==> src/sv/dbrq_pkg.sv <==
// shared types, constants and codes for the dedup bounded request queue
package dbrq_pkg;

    localparam int QUEUE_DEPTH = 16;
    localparam int IDX_W       = $clog2(QUEUE_DEPTH);
    localparam int CNT_W       = $clog2(QUEUE_DEPTH + 1);
    localparam int OCC_W       = 5;

    localparam logic [1:0] MODE_ENQUEUE = 2'd0;
    localparam logic [1:0] MODE_DEQUEUE = 2'd1;
    localparam logic [1:0] MODE_REMOVE  = 2'd2;
    localparam logic [1:0] MODE_LOOKUP  = 2'd3;

    localparam logic [2:0] ST_OK       = 3'd0;
    localparam logic [2:0] ST_FULL     = 3'd1;
    localparam logic [2:0] ST_DUP      = 3'd2;
    localparam logic [2:0] ST_EMPTY    = 3'd3;
    localparam logic [2:0] ST_NOTFOUND = 3'd4;

    typedef struct packed {
        logic [1:0]  mode;
        logic [31:0] entry_key;
        logic [63:0] entry_payload;
    } req_item_t;

    typedef struct packed {
        logic [2:0]       status;
        logic [31:0]      out_key;
        logic [63:0]      out_payload;
        logic [OCC_W-1:0] occupancy;
    } rsp_item_t;

    typedef struct packed {
        logic load;
        logic compare;
        logic exec;
    } dbrq_cmd_t;

endpackage

==> src/sv/dbrq_ctrl.sv <==
// controller state machine: request intake, compare and execute sequencing
module dbrq_ctrl (
    input  logic              clk,
    input  logic              rst_n,
    input  logic              req_valid,
    output logic              req_stall,
    output logic              rsp_valid,
    input  logic              rsp_stall,
    output dbrq_pkg::dbrq_cmd_t cmd
);
    import dbrq_pkg::*;

    localparam logic [1:0] S_IDLE  = 2'd0;
    localparam logic [1:0] S_MATCH = 2'd1;
    localparam logic [1:0] S_EXEC  = 2'd2;

    logic [1:0] state_reg;
    logic [1:0] state_next;
    logic       rsp_valid_reg;
    logic       rsp_valid_next;
    logic       out_free;

    // result register can take a new value
    assign out_free  = !rsp_valid_reg || !rsp_stall;
    assign req_stall = !((state_reg == S_IDLE) || ((state_reg == S_EXEC) && out_free));
    assign rsp_valid = rsp_valid_reg;

    always_comb
    begin
        cmd.load    = req_valid && !req_stall;
        cmd.compare = (state_reg == S_MATCH);
        cmd.exec    = (state_reg == S_EXEC) && out_free;
        state_next  = state_reg;
        case (state_reg)
            S_IDLE:
            begin
                if (req_valid)
                    state_next = S_MATCH;
            end
            S_MATCH:
            begin
                state_next = S_EXEC;
            end
            S_EXEC:
            begin
                if (out_free)
                    state_next = req_valid ? S_MATCH : S_IDLE;
            end
            default:
            begin
                state_next = S_IDLE;
            end
        endcase
        if (cmd.exec)
            rsp_valid_next = 1'b1;
        else if (!rsp_stall)
            rsp_valid_next = 1'b0;
        else
            rsp_valid_next = rsp_valid_reg;
    end

    always_ff @(posedge clk or negedge rst_n)
    begin
        if (!rst_n)
        begin
            state_reg     <= S_IDLE;
            rsp_valid_reg <= 1'b0;
        end
        else
        begin
            state_reg     <= state_next;
            rsp_valid_reg <= rsp_valid_next;
        end
    end

endmodule

==> src/sv/dbrq_datapath.sv <==
// datapath: entry store, parallel key compare, compaction and result register
module dbrq_datapath (
    input  logic                clk,
    input  logic                rst_n,
    input  dbrq_pkg::dbrq_cmd_t cmd,
    input  dbrq_pkg::req_item_t req,
    output dbrq_pkg::rsp_item_t rsp
);
    import dbrq_pkg::*;

    req_item_t              req_reg;
    logic [31:0]            key_store  [QUEUE_DEPTH];
    logic [63:0]            pay_store  [QUEUE_DEPTH];
    logic [CNT_W-1:0]       count_reg;
    logic [CNT_W-1:0]       count_next;
    logic [QUEUE_DEPTH-1:0] hit_vec;
    logic [QUEUE_DEPTH-1:0] ge_vec;
    logic [QUEUE_DEPTH-1:0] ge_reg;
    logic [QUEUE_DEPTH-1:0] shift_mask;
    logic                   found;
    logic                   full;
    logic                   empty;
    logic                   do_write;
    logic                   do_shift;
    rsp_item_t              rsp_reg;
    rsp_item_t              rsp_next;

    // key compare against every live slot
    always_comb
    begin
        for (int i = 0; i < QUEUE_DEPTH; i++)
            hit_vec[i] = (CNT_W'(i) < count_reg) && (key_store[i] == req_reg.entry_key);
    end

    // slots at or above the oldest match
    genvar g;
    generate
        for (g = 0; g < QUEUE_DEPTH; g++)
        begin : g_ge
            assign ge_vec[g] = |hit_vec[g:0];
        end
    endgenerate

    assign found = ge_reg[QUEUE_DEPTH-1];
    assign full  = (count_reg == CNT_W'(QUEUE_DEPTH));
    assign empty = (count_reg == '0);

    always_comb
    begin
        rsp_next             = '0;
        do_write             = 1'b0;
        do_shift             = 1'b0;
        shift_mask           = ge_reg;
        count_next           = count_reg;
        case (req_reg.mode)
            MODE_ENQUEUE:
            begin
                if (full)
                    rsp_next.status = ST_FULL;
                else if (found)
                    rsp_next.status = ST_DUP;
                else
                begin
                    do_write   = 1'b1;
                    count_next = count_reg + CNT_W'(1);
                end
            end
            MODE_DEQUEUE:
            begin
                if (empty)
                    rsp_next.status = ST_EMPTY;
                else
                begin
                    rsp_next.out_key     = key_store[0];
                    rsp_next.out_payload = pay_store[0];
                    do_shift             = 1'b1;
                    shift_mask           = '1;
                    count_next           = count_reg - CNT_W'(1);
                end
            end
            MODE_REMOVE:
            begin
                if (found)
                begin
                    do_shift   = 1'b1;
                    count_next = count_reg - CNT_W'(1);
                end
                else
                    rsp_next.status = ST_NOTFOUND;
            end
            MODE_LOOKUP:
            begin
                if (!found)
                    rsp_next.status = ST_NOTFOUND;
            end
            default:
            begin
                rsp_next.status = ST_NOTFOUND;
            end
        endcase
        rsp_next.occupancy = OCC_W'(count_next);
    end

    always_ff @(posedge clk)
    begin
        if (cmd.load)
            req_reg <= req;
        if (cmd.compare)
            ge_reg <= ge_vec;
        if (cmd.exec)
        begin
            rsp_reg <= rsp_next;
            for (int i = 0; i < QUEUE_DEPTH - 1; i++)
            begin
                if (do_shift && shift_mask[i])
                begin
                    key_store[i] <= key_store[i+1];
                    pay_store[i] <= pay_store[i+1];
                end
            end
            if (do_write)
            begin
                key_store[count_reg[IDX_W-1:0]] <= req_reg.entry_key;
                pay_store[count_reg[IDX_W-1:0]] <= req_reg.entry_payload;
            end
        end
    end

    always_ff @(posedge clk or negedge rst_n)
    begin
        if (!rst_n)
            count_reg <= '0;
        else if (cmd.exec)
            count_reg <= count_next;
    end

    assign rsp = rsp_reg;

endmodule

==> src/sv/dedup_bounded_request_queue.sv <==
// top level of the dedup bounded request queue
// Holds up to 16 keyed requests in arrival order. Each request transfer on the
// req channel carries a mode (enqueue, dequeue oldest, remove by key, lookup),
// a 32-bit key and a 64-bit payload. Enqueue is refused when full or when the
// key is already queued; remove deletes the oldest match and keeps the order.
// Exactly one rsp transfer follows each req transfer, in order, with a status,
// the dequeued key and payload (zero otherwise) and the occupancy afterwards.
// After the req transfer the request is registered, then the parallel key
// compare over all slots is registered, then the update and the result
// register follow once the result register is free. A new request is taken
// in the cycle its predecessor's result is loaded; the compare and update
// steps work on one request at a time.
// When rsp_stall is high the result holds in its register; one further
// request may be taken and compared, then req_stall rises until the result
// transfers. Reset empties the queue and drops any pending result; stored
// entries are not cleared and are never read before being written.
module dedup_bounded_request_queue (
    input  logic                clk,
    input  logic                rst_n,
    input  logic                req_valid,
    output logic                req_stall,
    input  dbrq_pkg::req_item_t req,
    output logic                rsp_valid,
    input  logic                rsp_stall,
    output dbrq_pkg::rsp_item_t rsp
);
    import dbrq_pkg::*;

    dbrq_cmd_t cmd;

    dbrq_ctrl u_ctrl (
        .clk       (clk),
        .rst_n     (rst_n),
        .req_valid (req_valid),
        .req_stall (req_stall),
        .rsp_valid (rsp_valid),
        .rsp_stall (rsp_stall),
        .cmd       (cmd)
    );

    dbrq_datapath u_datapath (
        .clk   (clk),
        .rst_n (rst_n),
        .cmd   (cmd),
        .req   (req),
        .rsp   (rsp)
    );

endmodule

==> config.mk <==
export PLATFORM = sky130hd
export DESIGN_NAME = dedup_bounded_request_queue
export DESIGN_NICKNAME = d
export VERILOG_FILES = /design/src/sv/dbrq_pkg.sv /design/src/sv/dbrq_ctrl.sv /design/src/sv/dbrq_datapath.sv /design/src/sv/dedup_bounded_request_queue.sv
export SDC_FILE = /design/constraint.sdc
export NUM_CORES = 2
export LEC_CHECK = 0
export BUFFER_PORTS_ARGS = -buffer_cell sky130_fd_sc_hd__buf_2
export CORE_MARGIN = 5
export CORE_UTILIZATION = 63
export CTS_CLUSTER_DIAMETER = 40
export DETAILED_ROUTE_END_ITERATION = 8
export MAX_ROUTING_LAYER = met4
export PLACE_DENSITY = 0.8
export REMOVE_ABC_BUFFERS = 1
export SLEW_MARGIN = 20
export SYNTH_ARGS = -nofsm -noshare
export SYNTH_HDL_FRONTEND = slang
export SYNTH_HIERARCHICAL = 1
export SYNTH_SLANG_ARGS = --single-unit
==> constraint.sdc <==
create_clock -name clk -period 11.6 [get_ports clk]
set_clock_uncertainty 0.15 [all_clocks]
set_input_delay 0.58 -clock clk [delete_from_list [all_inputs] [get_ports clk]]
set_output_delay 0.58 -clock clk [all_outputs]
set_load 0.02 [all_outputs]
* Word level (Yosys, flattened, before mapping) *
Memory sizes are Yosys's and may differ from the RTL's. A register that Yosys moved wholly into a read port is not among the register bits.
Cells that the tools add are included.

storage, ports and cells
  memories = 2
  memory bits (writable) = 1536
  input bits = 102
  output and inout bits = 106
  flip-flop bits (word level) = 162
  word-level logic and storage cells = 195

memories
  name                  depth  bits a word  rd ports  clocked after memory_dff  wr ports  RTL line             text
  u_datapath.pay_store  16     64           16        1                         15        dbrq_datapath.sv:13  logic [63:0] pay_store [QUEUE_DEPTH];
  u_datapath.key_store  16     32           16        0                         15        dbrq_datapath.sv:12  logic [31:0] key_store [QUEUE_DEPTH];

operators by class
  eq/ne operators = 25
  bitwise gates (word level) = 1
  $add $sub $neg = 2
  reductions and logical operators = 61
  multiplexer cells = 78
  order comparisons = 16

operators with widths
  cell                count
  $eq 32x32->1        16
  $mux 64             1
  $reduce_or 64->1    1
  $mux 1              58
  $lt 4x5->1 const A  8
  $logic_and 1x1->1   33
  $mux 32             1
  $reduce_or 32->1    1
  $mux 15             2
  $lt 3x5->1 const A  4
  $mux 5              4
  $reduce_or 16->1    1
  $pmux 5 s3          1
  $reduce_or 15->1    1
  $reduce_or 14->1    1
  $reduce_or 13->1    1
  $reduce_or 12->1    1
  $reduce_or 11->1    1
  $lt 1x5->1 const A  2
  $lt 2x5->1 const A  2
  $reduce_or 10->1    1
  $pmux 3 s3          1
  $reduce_or 9->1     1
  $mux 2              4
  other kinds (24)    36

* Depth between registers and ports, before layout *
  depth in word-level cells = 8
  gate-level depth with buffers = 12
  depth with buffers taken out = 8

* Hierarchy *
The synthesis kept the hierarchy.

modules (own cells, without submodules)
  module         times used  sequential area each (sq um)  area each (sq um)  cells an instance
  dbrq_datapath  1           52795.6                       78256.3            4525
  dbrq_ctrl      1           75.1                          155.1              15

* Worst setup path after synthesis *
OpenSTA, ideal clock, no wires.

  path type = in2reg
  from = input port rsp_stall
  to = memory u_datapath.key_store[0][0], enable pin
  setup slack = 1.796 ns
  arrival = 8.971 ns
  setup time = 0.683 ns
  path buffers = 3
  stages = 6
  required time = 10.767 ns
  cell sequence = a21oi_1 -> buf_4 -> clkbuf_1 -> nand3_1 -> clkbuf_1 -> o21ai_0

RTL lines
  what                RTL line                           text
  start: declaration  dedup_bounded_request_queue.sv:24  input logic rsp_stall,
  end: declaration    dbrq_datapath.sv:12

==> results.sh <==
export IMPL_die_h_um=363
export IMPL_htreeDepth=4
export IMPL_cts_path_max_buffers=3
export IMPL_cp_max_fo=97
export IMPL_antenna_found_initial=5
export IMPL_grt_overflow=0
export IMPL_holdBufCountCts=103
export IMPL_hold_path_class="in -> reg"
export IMPL_dr_first_iter_drc_count=4269
export IMPL_initial_utilization_pct=63.4
export IMPL_peakVddDrop_mv=0.161
export IMPL_die_width_um=363
export IMPL_grt_pass1_wl_mm=271
export IMPL_ys_ff_latch=1762
export IMPL_drc=0
export IMPL_synth_edf_count=1754
export IMPL_netlist_instances=4540
export IMPL_arrival_ns=5.10
export IMPL_hold_viol_final=0
export IMPL_post_cts_buffers=0
export IMPL_first_pass_iters=5
export IMPL_die_area_um2=132000
export IMPL_cts_sinks=1762
export IMPL_powerDensity_nw_per_um2=167
export IMPL_dp_hpwl_mm=110
export IMPL_cellLeakagePower_nw=30.0
export IMPL_critical_path_startpoint_type="register"
export IMPL_io_buffers=207
export IMPL_setup_tns_ns=0
export IMPL_crit_start="u_datapath/count_reg[2]"
export IMPL_fmax_mhz=207
export IMPL_drive_gt1_share_pct=42.1
export IMPL_fin_crit_ns=4.82
export IMPL_whs_path_depth=2
export IMPL_end_kind="register"
export IMPL_syn2layout_area_growth_pct=13.0
export IMPL_grt_start_max_net_pins=111
export IMPL_finalSetupViolCount=0
export IMPL_synth_async_reset_ratio_pct=0.454
export IMPL_slew_viol_final=0
export IMPL_syn_avg_cell_area_um2=17.3
export IMPL_slew_headroom_pct=27.0
export IMPL_clk_pin_slew_worst_paths_ns=0.06
export IMPL_core_um2=124000
export IMPL_ys_seq_area_share_pct=67.4
export IMPL_rows=129
export IMPL_vias=40900
export IMPL_cp_data_required_time_ns=11.88
export IMPL_r2r_start="u_datapath/count_reg[2]"
export IMPL_max_cap_violations=0
export IMPL_cts_root_buf="clkbuf_16"
export IMPL_cts_repair_resized=0
export IMPL_ant_nets=0
export IMPL_fin_nets=4885
export IMPL_io_pins=208
export IMPL_rr_worst_depth=8
export IMPL_cts_inserted_buffers=201
export IMPL_synth_ff_type="edfxtp_1"
export IMPL_status="completed"
export IMPL_grt_usage_pct=28.3
export IMPL_wl_per_cell_um=27.4
export IMPL_cts_tree="built"
export IMPL_largest_reg_flops=1024
export IMPL_viasPerCell=6.21
export IMPL_rsz0062_at_grt="false"
export IMPL_synthDistinctLibCells=59
export IMPL_grt_pass1_vias=41600
export IMPL_post_route_util_pct=71.7
export IMPL_hp_start="req[47]"
export IMPL_ys_warn_count=6
export IMPL_min_period_over_period_pct=41.6
export IMPL_gp_congestion=0.885
export IMPL_clkLatencyLatePin_ns=0.83
export IMPL_max_slew_worst_pin_slew_ns=1.09
export IMPL_synth_area_um2=78400
export IMPL_crit_type="reg -> reg"
export IMPL_wirelength_mm=180
==> report_power, final <==
| part | internal (mW) | switching (mW) | leakage, nW | total (mW) |
|---|---|---|---|---|
| combinational | 0.294 | 0.555 | 10.7 | 0.849 |
| sequential | 7.16 | 0.192 | 16.0 | 7.35 |
| clock | 3.97 | 2.59 | 3.35 | 6.57 |
| total | 11.4 | 3.34 | 30.0 | 14.8 |
==> kinds of logic after synthesis <==
| group | Yosys count | share of synthesized area (%) |
|---|---|---|
| AOI/OAI and AO/OA | 63 | 0.552 |
| xor gates and xnor gates | 512 | 5.72 |
| adders and majority gates | 9 | 0.144 |
| buffers and inverters | 386 | 2.64 |
| DFF | 1762 | 67.4 |
| muxes | 1443 | 20.7 |
| and+or+nand+nor | 365 | 2.80 |
==> metal layers <==
metal  GRT usage [%]  vias to the layer above  share of wire [%]
li1                -                    17800                  -
met4            8.97                        0                3.1
met2            42.7                     1713                 47
met5               -                        -                  0
met1            39.6                    21000                 42
met3            5.46                      345                8.0
==> Yosys cell counts, drive strengths merged (2+ instances only) <==
| cell type | n | area, um^2 |
|---|---|---|
| o2111ai | 4 | 35.0 |
| and2 | 97 | 607 |
| and3 | 6 | 37.5 |
| nor3 | 19 | 106 |
| a2111oi | 2 | 23.8 |
| xnor2 | 219 | 1920 |
| xor2 | 293 | 2570 |
| nor2 | 31 | 140 |
| clkbuf | 115 | 432 |
| a21o | 3 | 22.5 |
| buf | 257 | 1580 |
| inv | 14 | 52.6 |
| nand4 | 66 | 413 |
| o21ai | 22 | 110 |
| dfrtp | 8 | 200 |
| ha | 9 | 113 |
| nor2b | 4 | 27.5 |
| a21oi | 9 | 45.0 |
| a311oi | 4 | 35.0 |
| nand3 | 21 | 133 |
| a31oi | 3 | 18.8 |
| nand2 | 33 | 156 |
| mux2 | 1443 | 16200 |
| nor4 | 74 | 463 |
| nand2b | 5 | 31.3 |
| a21boi | 2 | 15.0 |
| or4 | 4 | 30.0 |
| edfxtp | 1754 | 52700 |
==> per-stage QoR <==
stage | worst slack (ns) | instance area, um^2 | power (mW) | cells | hold slack [ns]
5_1_grt | 6.57 | 88600 | 15.2 | 6586 | 0.271
4_1_cts | 6.82 | 88600 | 14.8 | 6585 | 0.240
3_3_place_gp | 6.94 | 80500 | 8.27 | 6103 | 0.306
2_1_floorplan | -4.03 | 76400 | 7.93 | 4168 | 0.134
3_5_place_dp | 6.83 | 80500 | 8.29 | 6104 | 0.308
6_report | 6.78 | 88600 | 14.8 | 6587 | 0.306
==> critical path, stage by stage (launching register included) <==
cell     delay, ns
dfrtp_1       0.98
nor2_8        0.16
nand3_2       0.15
nand2_2       0.12
nor2_4        0.16
and3_1        0.48
nand2_8       0.50
o21ai_4       0.58
buf_4         0.93
==> worst paths after layout <==
path / end / slack (ns)
worst max-delay path: u_datapath/key_store[8][14] / 6.78
worst min register to register: u_datapath/rsp[59] / 0.37
max in group asynchronous: u_ctrl/rsp_valid / 10.24
worst max register to register: u_datapath/key_store[8][14] / 6.78
worst min-delay path: u_datapath/req_reg[47] / 0.31
min in group asynchronous: u_datapath/count_reg[3] / 0.70
==> placed cells by master, fill, tap and decap left out, types with 22 or more instances in the layout <==
cell type / instances
and2_1: 97
buf_2: 207
buf_4: 90
bufinv_16: 31
clkbuf_1: 31
clkbuf_16: 206
clkinv_1: 33
clkinv_2: 22
dlygate4sd3_1: 103
edfxtp_1: 1754
mux2_2: 1425
nand4_1: 66
nor2_1: 29
nor4_1: 74
xnor2_1: 219
xor2_1: 293
==> area by class of cell <==
cell class	instances	area (um^2)
Antenna cell	1	2.50
Clock buffer	238	5290
Clock inverter	140	1720
Fill cell	7391	35000
Inverter	14	52.6
Multi-Input combinational cell	2392	23800
Sequential cell	1762	52900
Tap cell	1637	2050
Timing Repair Buffer	403	2820
(Power assumes the default switching activity.)
